--- config.mk ---
export PLATFORM = sky130hd
export DESIGN_NAME = im2col_address_generator_top_flat
export DESIGN_NICKNAME = d
export VERILOG_FILES = /design/src/im2c_pkg.sv /design/src/im2c_ifs.sv /design/src/im2c_div.sv /design/src/im2c_dp.sv /design/src/im2c_ctrl.sv /design/src/im2col_address_generator_top.sv /design/src/flat_wrapper.sv
export SDC_FILE = /design/constraint.sdc
export NUM_CORES = 2
export LEC_CHECK = 0
export BUFFER_PORTS_ARGS = -buffer_cell sky130_fd_sc_hd__buf_2
export CAP_MARGIN = 20
export CORE_ASPECT_RATIO = 1.2
export CORE_MARGIN = 2
export CORE_UTILIZATION = 50
export CTS_CLUSTER_DIAMETER = 30
export CTS_CLUSTER_SIZE = 20
export DETAILED_ROUTE_END_ITERATION = 16
export PLACE_DENSITY = 0.66
export RECOVER_POWER = 50
export SETUP_SLACK_MARGIN = 0.02
export SLEW_MARGIN = 20
export SYNTH_ARGS = -nofsm -noshare
export SYNTH_HDL_FRONTEND = slang
export SYNTH_SLANG_ARGS = --single-unit
--- constraint.sdc ---
create_clock -name i_clk -period 16.98 [get_ports i_clk]
set_input_delay 1.698 -clock i_clk [delete_from_list [all_inputs] [get_ports i_clk]]
set_output_delay 1.698 -clock i_clk [all_outputs]
set_load 0.01 [all_outputs]
--- src/im2c_pkg.sv ---
// ----------------------------------------------------------------------------
// im2c_pkg
// Shared widths, reset values, register indexes, state encoding and the
// command and status bundles of the im2col address generator.
// ----------------------------------------------------------------------------
package im2c_pkg;

    // Widths of the configuration fields and of the result index.
    localparam int CC_W       = 11;
    localparam int DIM_W      = 13;
    localparam int KS_W       = 4;
    localparam int IDX_W      = 32;
    localparam int CFG_IDX_W  = 3;
    localparam int CFG_DATA_W = 13;

    // Register values after reset.
    localparam logic [CC_W-1:0]  RST_CHANNELS = 11'd3;
    localparam logic [DIM_W-1:0] RST_HEIGHT   = 13'd1080;
    localparam logic [DIM_W-1:0] RST_WIDTH    = 13'd1920;
    localparam logic [KS_W-1:0]  RST_KERNEL   = 4'd3;
    localparam logic [KS_W-1:0]  RST_STRIDE   = 4'd1;
    localparam logic [KS_W-1:0]  RST_PAD      = 4'd0;

    // Configuration register indexes.
    typedef enum logic [CFG_IDX_W-1:0] {
        CFG_CHANNELS = 3'd0,
        CFG_HEIGHT   = 3'd1,
        CFG_WIDTH    = 3'd2,
        CFG_KERNEL   = 3'd3,
        CFG_STRIDE   = 3'd4,
        CFG_PAD      = 3'd5
    } t_cfg_idx;

    // Controller states.
    typedef enum logic [3:0] {
        S_HSTART,
        S_HWAIT,
        S_WSTART,
        S_WWAIT,
        S_IDLE,
        S_MUL1,
        S_MUL2,
        S_MUL3,
        S_PUT
    } t_state;

    // Controller to datapath.
    typedef struct packed {
        logic in_ready;
        logic load;
        logic div_start;
        logic div_sel_w;
        logic cap_h;
        logic cap_w;
        logic put;
    } t_cmd;

    // Datapath to controller.
    typedef struct packed {
        logic cfg_hit;
        logic div_done;
        logic out_free;
    } t_stat;

endpackage

--- src/im2c_ifs.sv ---
// ----------------------------------------------------------------------------
// im2c_item_if / im2c_res_if
// Valid/ready channels for the step requests and for the address results.
// ----------------------------------------------------------------------------
interface im2c_item_if;
    logic valid;
    logic ready;
    logic restart;

    modport source (output valid, output restart, input ready);
    modport sink   (input valid, input restart, output ready);
endinterface

interface im2c_res_if import im2c_pkg::*; ();
    logic             valid;
    logic             ready;
    logic [IDX_W-1:0] source_index;
    logic             zero_fill;
    logic             last;
    logic             valid_res;

    modport source (output valid, output source_index, output zero_fill,
                    output last, output valid_res, input ready);
    modport sink   (input valid, input source_index, input zero_fill,
                    input last, input valid_res, output ready);
endinterface

--- src/im2c_div.sv ---
// ----------------------------------------------------------------------------
// im2c_div
// Restoring shift-subtract divider by a 4-bit divisor, one quotient bit per
// cycle. Used to derive the output height and width.
// ----------------------------------------------------------------------------
module im2c_div import im2c_pkg::*; #(
    parameter int NUM_W = 13
) (
    input  logic             i_clk,
    input  logic             i_rst_n,
    input  logic             i_start,
    input  logic [NUM_W-1:0] i_dividend,
    input  logic [KS_W-1:0]  i_divisor,
    output logic             o_done,
    output logic [NUM_W-1:0] o_quotient
);

    localparam int CNT_W = $clog2(NUM_W + 1);

    logic [CNT_W-1:0] r_cnt;
    logic             r_done;
    logic [NUM_W-1:0] r_q;
    logic [KS_W-1:0]  r_rem;
    logic [KS_W-1:0]  r_div;

    logic [KS_W:0]    trial;
    logic             fits;

    // One trial subtraction of the partial remainder.
    always_comb begin
        trial = {r_rem, r_q[NUM_W-1]};
        fits  = trial >= {1'b0, r_div};
    end

    // Iteration counter and completion pulse.
    always_ff @(posedge i_clk) begin
        if (!i_rst_n) begin
            r_cnt  <= '0;
            r_done <= 1'b0;
        end else if (i_start) begin
            r_cnt  <= CNT_W'(NUM_W);
            r_done <= 1'b0;
        end else begin
            r_done <= (r_cnt == CNT_W'(1));
            if (r_cnt != '0) begin
                r_cnt <= r_cnt - CNT_W'(1);
            end
        end
    end

    // Quotient and remainder shift registers.
    always_ff @(posedge i_clk) begin
        if (i_start) begin
            r_q   <= i_dividend;
            r_rem <= '0;
            r_div <= i_divisor;
        end else if (r_cnt != '0) begin
            r_q   <= {r_q[NUM_W-2:0], fits};
            r_rem <= fits ? KS_W'(trial - {1'b0, r_div}) : KS_W'(trial);
        end
    end

    assign o_done     = r_done;
    assign o_quotient = r_q;

endmodule

--- src/im2c_dp.sv ---
// ----------------------------------------------------------------------------
// im2c_dp
// Datapath: configuration registers, walk counters, output dimensions,
// three-stage index arithmetic and the result register.
// ----------------------------------------------------------------------------
module im2c_dp import im2c_pkg::*; #(
    parameter int MAX_DIM      = 4096,
    parameter int MAX_CHANNELS = 1024,
    parameter int MAX_KERNEL   = 15
) (
    input  logic                  i_clk,
    input  logic                  i_rst_n,
    input  logic                  i_cfg_we,
    input  logic [CFG_IDX_W-1:0]  i_cfg_idx,
    input  logic [CFG_DATA_W-1:0] i_cfg_data,
    input  logic                  i_restart,
    input  t_cmd                  i_cmd,
    output t_stat                 o_stat,
    input  logic                  i_res_ready,
    output logic                  o_res_valid,
    output logic [IDX_W-1:0]      o_source_index,
    output logic                  o_zero_fill,
    output logic                  o_last,
    output logic                  o_valid_res
);

    // Limits clipped to what the register fields can hold.
    localparam int C_MAX  = (MAX_CHANNELS < 2047) ? MAX_CHANNELS : 2047;
    localparam int K_MAX  = (MAX_KERNEL < 15) ? MAX_KERNEL : 15;
    localparam int D_MAX  = (MAX_DIM < 8191) ? MAX_DIM : 8191;
    localparam int CH_W   = (C_MAX > 1) ? $clog2(C_MAX) : 1;
    localparam int KW     = (K_MAX > 1) ? $clog2(K_MAX) : 1;
    localparam int OD_MAX = D_MAX + 30;
    localparam int OD_W   = $clog2(OD_MAX + 1);
    localparam int RC_W   = OD_W + 4;
    localparam int CR_W   = CH_W + DIM_W;

    // Configuration registers.
    logic [CC_W-1:0]  r_cfg_c;
    logic [DIM_W-1:0] r_cfg_h;
    logic [DIM_W-1:0] r_cfg_w;
    logic [KS_W-1:0]  r_cfg_k;
    logic [KS_W-1:0]  r_cfg_s;
    logic [KS_W-1:0]  r_cfg_p;

    logic cfg_hit;
    assign cfg_hit = i_cfg_we && (i_cfg_idx <= CFG_PAD);

    always_ff @(posedge i_clk) begin
        if (!i_rst_n) begin
            r_cfg_c <= RST_CHANNELS;
            r_cfg_h <= RST_HEIGHT;
            r_cfg_w <= RST_WIDTH;
            r_cfg_k <= RST_KERNEL;
            r_cfg_s <= RST_STRIDE;
            r_cfg_p <= RST_PAD;
        end else if (i_cfg_we) begin
            unique case (i_cfg_idx)
                CFG_CHANNELS: r_cfg_c <= i_cfg_data[CC_W-1:0];
                CFG_HEIGHT:   r_cfg_h <= i_cfg_data[DIM_W-1:0];
                CFG_WIDTH:    r_cfg_w <= i_cfg_data[DIM_W-1:0];
                CFG_KERNEL:   r_cfg_k <= i_cfg_data[KS_W-1:0];
                CFG_STRIDE:   r_cfg_s <= i_cfg_data[KS_W-1:0];
                CFG_PAD:      r_cfg_p <= i_cfg_data[KS_W-1:0];
                default:      ;
            endcase
        end
    end

    // Effective geometry after saturation and stride fix-up.
    logic [CC_W-1:0]  eff_c;
    logic [DIM_W-1:0] eff_h;
    logic [DIM_W-1:0] eff_w;
    logic [KS_W-1:0]  eff_k;
    logic [KS_W-1:0]  eff_s;

    always_comb begin
        eff_c = (32'(r_cfg_c) > 32'(C_MAX)) ? CC_W'(C_MAX) : r_cfg_c;
        eff_h = (32'(r_cfg_h) > 32'(D_MAX)) ? DIM_W'(D_MAX) : r_cfg_h;
        eff_w = (32'(r_cfg_w) > 32'(D_MAX)) ? DIM_W'(D_MAX) : r_cfg_w;
        eff_k = (32'(r_cfg_k) > 32'(K_MAX)) ? KS_W'(K_MAX) : r_cfg_k;
        eff_s = (r_cfg_s == '0) ? KS_W'(1) : r_cfg_s;
    end

    // Output dimension derivation through the shared divider.
    logic [DIM_W-1:0] div_dim;
    logic [OD_W:0]    span;
    logic             dim_empty;
    logic [OD_W-1:0]  div_num;
    logic             div_done;
    logic [OD_W-1:0]  div_quot;
    logic [OD_W-1:0]  new_dim;
    logic [OD_W-1:0]  r_oh;
    logic [OD_W-1:0]  r_ow;

    always_comb begin
        div_dim   = i_cmd.div_sel_w ? eff_w : eff_h;
        span      = (OD_W+1)'(div_dim) + (OD_W+1)'({r_cfg_p, 1'b0});
        dim_empty = (eff_k == '0) || (span < (OD_W+1)'(eff_k));
        div_num   = OD_W'(span - (OD_W+1)'(eff_k));
        new_dim   = dim_empty ? '0 : div_quot + OD_W'(1);
    end

    im2c_div #(
        .NUM_W (OD_W)
    ) u_div (
        .i_clk      (i_clk),
        .i_rst_n    (i_rst_n),
        .i_start    (i_cmd.div_start),
        .i_dividend (div_num),
        .i_divisor  (eff_s),
        .o_done     (div_done),
        .o_quotient (div_quot)
    );

    always_ff @(posedge i_clk) begin
        if (i_cmd.cap_h) begin
            r_oh <= new_dim;
        end
        if (i_cmd.cap_w) begin
            r_ow <= new_dim;
        end
    end

    // Walk counters, with restart applied before the current element.
    logic [KW-1:0]   r_kc, r_kr;
    logic [CH_W-1:0] r_ch;
    logic [OD_W-1:0] r_or, r_oc;

    logic [KW-1:0]   pos_kc, pos_kr, n_kc, n_kr;
    logic [CH_W-1:0] pos_ch, n_ch;
    logic [OD_W-1:0] pos_or, pos_oc, n_or, n_oc;
    logic            at_kc, at_kr, at_ch, at_or, at_oc;
    logic            geo_ok;

    always_comb begin
        pos_kc = i_restart ? '0 : r_kc;
        pos_kr = i_restart ? '0 : r_kr;
        pos_ch = i_restart ? '0 : r_ch;
        pos_or = i_restart ? '0 : r_or;
        pos_oc = i_restart ? '0 : r_oc;

        at_oc = ({1'b0, pos_oc} + (OD_W+1)'(1)) >= {1'b0, r_ow};
        at_or = ({1'b0, pos_or} + (OD_W+1)'(1)) >= {1'b0, r_oh};
        at_kc = ((KS_W+1)'(pos_kc) + (KS_W+1)'(1)) >= (KS_W+1)'(eff_k);
        at_kr = ((KS_W+1)'(pos_kr) + (KS_W+1)'(1)) >= (KS_W+1)'(eff_k);
        at_ch = ((CC_W+1)'(pos_ch) + (CC_W+1)'(1)) >= (CC_W+1)'(eff_c);

        geo_ok = (eff_c != '0) && (eff_k != '0) && (r_oh != '0) && (r_ow != '0);

        // Output column is the fastest digit, channel the slowest.
        n_kc = pos_kc;
        n_kr = pos_kr;
        n_ch = pos_ch;
        n_or = pos_or;
        n_oc = pos_oc;
        if (geo_ok) begin
            if (!at_oc) begin
                n_oc = pos_oc + OD_W'(1);
            end else begin
                n_oc = '0;
                if (!at_or) begin
                    n_or = pos_or + OD_W'(1);
                end else begin
                    n_or = '0;
                    if (!at_kc) begin
                        n_kc = pos_kc + KW'(1);
                    end else begin
                        n_kc = '0;
                        if (!at_kr) begin
                            n_kr = pos_kr + KW'(1);
                        end else begin
                            n_kr = '0;
                            n_ch = at_ch ? '0 : pos_ch + CH_W'(1);
                        end
                    end
                end
            end
        end
    end

    always_ff @(posedge i_clk) begin
        if (!i_rst_n || cfg_hit) begin
            r_kc <= '0;
            r_kr <= '0;
            r_ch <= '0;
            r_or <= '0;
            r_oc <= '0;
        end else if (i_cmd.load) begin
            r_kc <= n_kc;
            r_kr <= n_kr;
            r_ch <= n_ch;
            r_or <= n_or;
            r_oc <= n_oc;
        end
    end

    // Snapshot of the element being computed.
    logic [KW-1:0]   r_s_kc, r_s_kr;
    logic [CH_W-1:0] r_s_ch;
    logic [OD_W-1:0] r_s_or, r_s_oc;
    logic            r_s_ok;
    logic            r_s_last;

    always_ff @(posedge i_clk) begin
        if (i_cmd.load) begin
            r_s_kc   <= pos_kc;
            r_s_kr   <= pos_kr;
            r_s_ch   <= pos_ch;
            r_s_or   <= pos_or;
            r_s_oc   <= pos_oc;
            r_s_ok   <= geo_ok;
            r_s_last <= at_oc && at_or && at_kc && at_kr && at_ch;
        end
    end

    // Stage 1: padded row and column of the element.
    logic [RC_W-1:0] r_row, r_col;

    always_ff @(posedge i_clk) begin
        r_row <= RC_W'(r_s_or) * RC_W'(eff_s) + RC_W'(r_s_kr);
        r_col <= RC_W'(r_s_oc) * RC_W'(eff_s) + RC_W'(r_s_kc);
    end

    // Stage 2: border test and channel-row base.
    logic [RC_W-1:0] pad_w, row_p, col_p;
    logic            zf_now;
    logic            r_zf;
    logic [CR_W-1:0] r_chrow;
    logic [DIM_W-1:0] r_colp;

    always_comb begin
        pad_w  = RC_W'(r_cfg_p);
        row_p  = r_row - pad_w;
        col_p  = r_col - pad_w;
        zf_now = (r_row < pad_w) || (r_col < pad_w) ||
                 (row_p >= RC_W'(eff_h)) || (col_p >= RC_W'(eff_w));
    end

    always_ff @(posedge i_clk) begin
        r_zf    <= zf_now;
        r_chrow <= CR_W'(r_s_ch) * CR_W'(eff_h) + CR_W'(DIM_W'(row_p));
        r_colp  <= DIM_W'(col_p);
    end

    // Stage 3: full pixel index, low bits kept.
    logic [IDX_W-1:0] r_idx;

    always_ff @(posedge i_clk) begin
        r_idx <= r_zf ? '0 : IDX_W'(r_chrow) * IDX_W'(eff_w) + IDX_W'(r_colp);
    end

    // Result register.
    logic             r_out_valid;
    logic [IDX_W-1:0] r_out_idx;
    logic             r_out_zf;
    logic             r_out_last;
    logic             r_out_ok;

    always_ff @(posedge i_clk) begin
        if (!i_rst_n) begin
            r_out_valid <= 1'b0;
        end else if (i_cmd.put) begin
            r_out_valid <= 1'b1;
        end else if (i_res_ready) begin
            r_out_valid <= 1'b0;
        end
    end

    always_ff @(posedge i_clk) begin
        if (i_cmd.put) begin
            r_out_idx  <= r_s_ok ? r_idx : '0;
            r_out_zf   <= r_s_ok && r_zf;
            r_out_last <= r_s_ok && r_s_last;
            r_out_ok   <= r_s_ok;
        end
    end

    assign o_res_valid    = r_out_valid;
    assign o_source_index = r_out_idx;
    assign o_zero_fill    = r_out_zf;
    assign o_last         = r_out_last;
    assign o_valid_res    = r_out_ok;

    assign o_stat.cfg_hit  = cfg_hit;
    assign o_stat.div_done = div_done;
    assign o_stat.out_free = !r_out_valid || i_res_ready;

endmodule

--- src/im2c_ctrl.sv ---
// ----------------------------------------------------------------------------
// im2c_ctrl
// Controller: sequences dimension derivation after reset and configuration
// writes, then steps each accepted beat through the datapath stages.
// ----------------------------------------------------------------------------
module im2c_ctrl import im2c_pkg::*; (
    input  logic  i_clk,
    input  logic  i_rst_n,
    input  logic  i_in_valid,
    input  t_stat i_stat,
    output t_cmd  o_cmd
);

    t_state r_state;
    t_state n_state;

    // State register.
    always_ff @(posedge i_clk) begin
        if (!i_rst_n) begin
            r_state <= S_HSTART;
        end else begin
            r_state <= n_state;
        end
    end

    // Next state. A configuration write always restarts the derivation.
    always_comb begin
        n_state = r_state;
        if (i_stat.cfg_hit) begin
            n_state = S_HSTART;
        end else begin
            unique case (r_state)
                S_HSTART: n_state = S_HWAIT;
                S_HWAIT:  if (i_stat.div_done) n_state = S_WSTART;
                S_WSTART: n_state = S_WWAIT;
                S_WWAIT:  if (i_stat.div_done) n_state = S_IDLE;
                S_IDLE:   if (i_in_valid) n_state = S_MUL1;
                S_MUL1:   n_state = S_MUL2;
                S_MUL2:   n_state = S_MUL3;
                S_MUL3:   n_state = S_PUT;
                S_PUT:    if (i_stat.out_free) n_state = S_IDLE;
                default:  n_state = S_HSTART;
            endcase
        end
    end

    // Commands to the datapath.
    always_comb begin
        o_cmd = '0;
        unique case (r_state)
            S_HSTART: o_cmd.div_start = 1'b1;
            S_HWAIT:  o_cmd.cap_h = i_stat.div_done;
            S_WSTART: begin
                o_cmd.div_start = 1'b1;
                o_cmd.div_sel_w = 1'b1;
            end
            S_WWAIT: begin
                o_cmd.div_sel_w = 1'b1;
                o_cmd.cap_w     = i_stat.div_done;
            end
            S_IDLE: begin
                o_cmd.in_ready = 1'b1;
                o_cmd.load     = i_in_valid;
            end
            S_PUT:    o_cmd.put = i_stat.out_free;
            default:  o_cmd = '0;
        endcase
    end

endmodule

--- src/im2col_address_generator_top.sv ---
// ----------------------------------------------------------------------------
// im2col_address_generator_top
// Walks the im2col column matrix of a channel-major image and emits one
// source pixel index with zero-fill and last flags per request beat.
//
//  Channel   Dir  Handshake      Payload
//  i_item    in   valid/ready    restart
//  o_res     out  valid/ready    source_index, zero_fill, last, valid_res
//  i_cfg_*   in   write enable   i_cfg_idx, i_cfg_data
//
// The walk position of a beat is captured at acceptance, three stages form
// the row/column, the channel-row base and the index, and the PUT state
// loads the result register, after which i_item.ready returns.
// The result register holds a finished beat while the next one is taken; a
// stalled o_res holds the PUT state until the register frees up.
// After reset and after each configuration write the output height and width
// are derived by one shared bit-serial divider, with i_item.ready low.
// ----------------------------------------------------------------------------
module im2col_address_generator_top import im2c_pkg::*; #(
    parameter int MAX_DIM      = 4096,
    parameter int MAX_CHANNELS = 1024,
    parameter int MAX_KERNEL   = 15
) (
    input  logic                  i_clk,
    input  logic                  i_rst_n,
    input  logic                  i_cfg_we,
    input  logic [CFG_IDX_W-1:0]  i_cfg_idx,
    input  logic [CFG_DATA_W-1:0] i_cfg_data,
    im2c_item_if.sink             i_item,
    im2c_res_if.source            o_res
);

    t_cmd  cmd;
    t_stat stat;

    // Sequencing.
    im2c_ctrl u_ctrl (
        .i_clk      (i_clk),
        .i_rst_n    (i_rst_n),
        .i_in_valid (i_item.valid),
        .i_stat     (stat),
        .o_cmd      (cmd)
    );

    // Arithmetic and storage.
    im2c_dp #(
        .MAX_DIM      (MAX_DIM),
        .MAX_CHANNELS (MAX_CHANNELS),
        .MAX_KERNEL   (MAX_KERNEL)
    ) u_dp (
        .i_clk          (i_clk),
        .i_rst_n        (i_rst_n),
        .i_cfg_we       (i_cfg_we),
        .i_cfg_idx      (i_cfg_idx),
        .i_cfg_data     (i_cfg_data),
        .i_restart      (i_item.restart),
        .i_cmd          (cmd),
        .o_stat         (stat),
        .i_res_ready    (o_res.ready),
        .o_res_valid    (o_res.valid),
        .o_source_index (o_res.source_index),
        .o_zero_fill    (o_res.zero_fill),
        .o_last         (o_res.last),
        .o_valid_res    (o_res.valid_res)
    );

    assign i_item.ready = cmd.in_ready;

endmodule

--- src/flat_wrapper.sv ---
// flat-port wrapper written by rule: the top's interface ports become plain ports
module im2col_address_generator_top_flat import im2c_pkg::*;
#(
    parameter int MAX_DIM      = 4096,
    parameter int MAX_CHANNELS = 1024,
    parameter int MAX_KERNEL   = 15
)
  (i_clk, i_rst_n, i_cfg_we, i_cfg_idx, i_cfg_data, i_item_valid, i_item_restart, i_item_ready, o_res_valid, o_res_source_index, o_res_zero_fill, o_res_last, o_res_valid_res, o_res_ready);
  im2c_item_if i_item_i ();
  im2c_res_if o_res_i ();
  input  logic i_clk;
  input  logic i_rst_n;
  input  logic i_cfg_we;
  input  logic [CFG_IDX_W-1:0] i_cfg_idx;
  input  logic [CFG_DATA_W-1:0] i_cfg_data;
  input wire logic [$bits(i_item_i.valid)-1:0] i_item_valid;
  input wire logic [$bits(i_item_i.restart)-1:0] i_item_restart;
  output wire logic [$bits(i_item_i.ready)-1:0] i_item_ready;
  output wire logic [$bits(o_res_i.valid)-1:0] o_res_valid;
  output wire logic [$bits(o_res_i.source_index)-1:0] o_res_source_index;
  output wire logic [$bits(o_res_i.zero_fill)-1:0] o_res_zero_fill;
  output wire logic [$bits(o_res_i.last)-1:0] o_res_last;
  output wire logic [$bits(o_res_i.valid_res)-1:0] o_res_valid_res;
  input wire logic [$bits(o_res_i.ready)-1:0] o_res_ready;
  assign i_item_i.valid = i_item_valid;
  assign i_item_i.restart = i_item_restart;
  assign i_item_ready = i_item_i.ready;
  assign o_res_valid = o_res_i.valid;
  assign o_res_source_index = o_res_i.source_index;
  assign o_res_zero_fill = o_res_i.zero_fill;
  assign o_res_last = o_res_i.last;
  assign o_res_valid_res = o_res_i.valid_res;
  assign o_res_i.ready = o_res_ready;
  im2col_address_generator_top #(.MAX_DIM(MAX_DIM), .MAX_CHANNELS(MAX_CHANNELS), .MAX_KERNEL(MAX_KERNEL)) u_core (.i_clk(i_clk), .i_rst_n(i_rst_n), .i_cfg_we(i_cfg_we), .i_cfg_idx(i_cfg_idx), .i_cfg_data(i_cfg_data), .i_item(i_item_i), .o_res(o_res_i));
endmodule
==> summary.txt <==
Outcome = complete, but fails checks
Failing checks = max-capacitance violations, max-slew violations
Initial Util = 0.506
Overall Global Routing Usage = 0.235
H-tree Lvls = 3
# Post-CTS Setup Buffers = 0
DP Wirelength = 61500 um
TritonCTS clock tree = built
Min Tclk post-route = 7.95 ns
Placed cell areas = 34400 um2
Setup repair after global routing missed its margin = false
Seq pwr share = 0.219
Max clock buf depth = 3
Crit path largest cell delay = 1.16 ns
Min-Delay Path Depth = 2
Layout area overhead = 11.1%
Starting DRC count in detailed routing = 1203
Syn_nets = 4364
TritonRoute pass-1 iters = 6
Max Cap Violations = 8
Fin. Hold Viols = 0
Pleak = 17.4 nW
Post-route DRC = 0
Detail Route Antenna Nets = 0
Final Instance Area = 37100 um2
Post-synth top flop = dfxtp_1
Total power = 4.43 mW
Via density = 5.29
Internal power = 2.72 mW
WS Path Type = flip-flop to flip-flop
Most frequent cells in the layout = 501 x inv_1, 490 x nand2_1, 389 x fa_1, 318 x ha_1, 260 x and2_1
Vias in the first global route = 25300
Share of layout cells above drive strength 1 = 0.0659
Per-cell routed wire length = 16.9 um
Crit start category = flip-flop
Rel. slew slack = -1.22
Layout Skew = 0.0311 ns
VDD IR max = 0.132 mV
Grt ovf = 0
CTS sink count = 334
Least-Margin Pin Slew = 3.33 ns
Cts repair resizes = 0
CP arrival = 8.42 ns
CP endpoint kind = flip-flop
Clk slew on worst S/H paths = 0.04 ns
Die area = 68800 um2
First-pass GRT wire length = 129000 um
TritonCTS buffer count = 78
Cts hold-fix bufs = 0
Post-synth EDFFs = 124
# setup viols final = 0
Avg Inst Size Synth = 9.18 um2
Cells after synthesis = 3635
Post-route clock period utilization = 0.468
DR vias = 24400
Std-Cell Rows = 103
Core Util, Final = 0.562
Pin count of the biggest net entering global routing = 65
Most common cell after layout, fill and taps aside = inv_1
Combinational Power Share = 0.439
Max Freq = 126 MHz
CORE AREA = 66000 um2
Switching power = 1.71 mW
CP Cell Sequence = clkbuf_1, nor2b_1, buf_4, and2_1, fa_1, inv_1, fa_1, inv_1, fa_1, fa_1, fa_1, inv_1, fa_1, inv_1, ha_1, and2_1, a22o_1, a31oi_1, o311a_1, o21ai_1, a2111oi_0, or3_1, a21oi_1
Sequential fraction of the synthesis area = 0.238
Hold WC Path Type = flip-flop to flip-flop
DIE WIDTH = 240 um
Synth Cell Area = 33400 um2
Switch share = 0.387
R2R cell count = 23
Worst Path Required = 17.45 ns
Synthesized flop and latch total = 334
WL final = 77900 um
Routability cong. = 0.876
Clock Power Share = 0.342
Dpl cells = 4462
Yosys warns = 0
Nets = 4379
I/O pin cnt = 59
Post-synth cell types = 92
Die span in y = 287 um
Setup TNS = 0 ns
Worst skew pair latency = 0.62 ns
Cell Count, Final, Fillers Out = 4611
Root Buffer = clkbuf_16
Synth async-reset ratio = 0
IO Port Bufs = 58
Initial antenna violation count = 3
P per Cell Area = 119 nW/um2
Slowest CP cell = clkbuf_1
Crit path top cell by count = fa_1
Critical path peak fanout = 34
Slew Viols, Final = 346
[worst paths after layout]
check,startpoint,endpoint,slack [ns]
setup reg to reg,u_core.u_dp.r_cfg_w[12]$_SDFFE_PN0P_,u_core.u_dp.r_idx[31]$_SDFF_PP0_,9.03
hold reg to reg,u_core.u_dp.u_div.r_rem[3]$_SDFFE_PN0N_,u_core.u_dp.u_div.r_rem[3]$_SDFFE_PN0N_,0.46
setup / recovery,u_core.u_dp.r_cfg_w[12]$_SDFFE_PN0P_,u_core.u_dp.r_idx[31]$_SDFF_PP0_,9.03
hold / removal,u_core.u_dp.u_div.r_rem[3]$_SDFFE_PN0N_,u_core.u_dp.u_div.r_rem[3]$_SDFFE_PN0N_,0.46
[cells by family (layout without fill, tap and decap cells)]
group | Yosys count | in the layout | synth area share
muxes | 23 | 23 | 0.00697
DFF | 334 | 334 | 0.238
AOI/OAI and AO/OA | 444 | 444 | 0.0905
other | 0 | 3 | 0
xor gates and xnor gates | 167 | 167 | 0.0438
and+or+nand+nor | 1298 | 1298 | 0.193
buffers and inverters | 662 | 743 | 0.0754
adders and majority gates | 707 | 707 | 0.353
[worst max-delay path: cells and delay by family (launching register included)]
family | cells | cell delay, ns
AO/OA/AOI/OAI | 6 | 1.68
AND/OR/NAND/NOR | 4 | 0.67
adder cells (fa/ha/maj) | 7 | 3.42
buffers and inverters | 6 | 1.61
flip-flops | 1 | 0.38
[stage by stage]
step | hold slack [ns] | worst slack (ns)
3_5_place_dp | 0.446 | 9.88
2_1_floorplan | 0.432 | 10.51
6_report | 0.457 | 9.03
5_1_grt | 0.492 | 8.42
3_3_place_gp | 0.442 | 10.02
4_1_cts | 0.455 | 9.88
[synth_stat cells, types with 8 or more instances]
cell,number,share of area
nor2_1,165,0.019
nand2_1,490,0.055
nand2b_1,20,0.0037
inv_1,500,0.056
nor2b_1,102,0.019
a31oi_1,21,0.0039
o31ai_1,9,0.0020
or3_1,12,0.0022
xnor2_1,89,0.023
buf_2,10,0.0015
nor3_1,55,0.0082
o21ai_0,73,0.011
nand4_1,17,0.0032
nand3_1,61,0.0091
dfxtp_1,210,0.13
mux2i_1,21,0.0063
a21boi_0,34,0.0076
fa_1,389,0.23
a21oi_1,105,0.016
ha_1,318,0.12
o2bb2ai_1,8,0.0021
or4_1,8,0.0018
o21a_1,15,0.0034
edfxtp_1,124,0.11
o21bai_1,9,0.0020
a211oi_1,18,0.0040
and2_1,284,0.053
xor2_1,78,0.020
a22oi_1,18,0.0040
clkbuf_1,139,0.016
and3_1,27,0.0051
a21o_1,48,0.011
or2_2,9,0.0017
nor4_1,12,0.0022
[registers in the layout, summed over array words and instances, names as in the netlist, 17 cells and up]
name                        flops
u_core.u_dp.o_source_index     32
u_core.u_dp.r_idx              32
u_core.u_dp.r_row              17
u_core.u_dp.r_col              17
u_core.u_dp.r_chrow            23
[power by group through the flow]
stage / sequential [mW] / combinational [mW] / clock, mW
2_1_floorplan: 0.938 / 1.57 / 0
3_3_place_gp: 0.981 / 1.93 / 0
3_5_place_dp: 0.981 / 1.95 / 0
4_1_cts: 0.967 / 1.97 / 1.54
5_1_grt: 0.976 / 2.23 / 1.58
6_report: 0.969 / 1.95 / 1.51
[layer usage]
metal  global-route usage  share of wire  up-vias
met5                    0              0        -
met1                0.296           0.43    11900
met4               0.0884          0.031        0
met3               0.0340          0.051      140
li1                     -              -    11800
met2                0.407           0.49      565
[final cells by class]
class	instances	area (um2)
Fill cell	5941	28900
Timing Repair Buffer	94	513
Inverter	503	1890
Sequential cell	334	7930
Tap cell	892	1120
Clock buffer	97	2090
Clock inverter	49	613
Antenna cell	3	7.51
Multi-Input combinational cell	2639	22900
(Power assumes the default switching activity.)
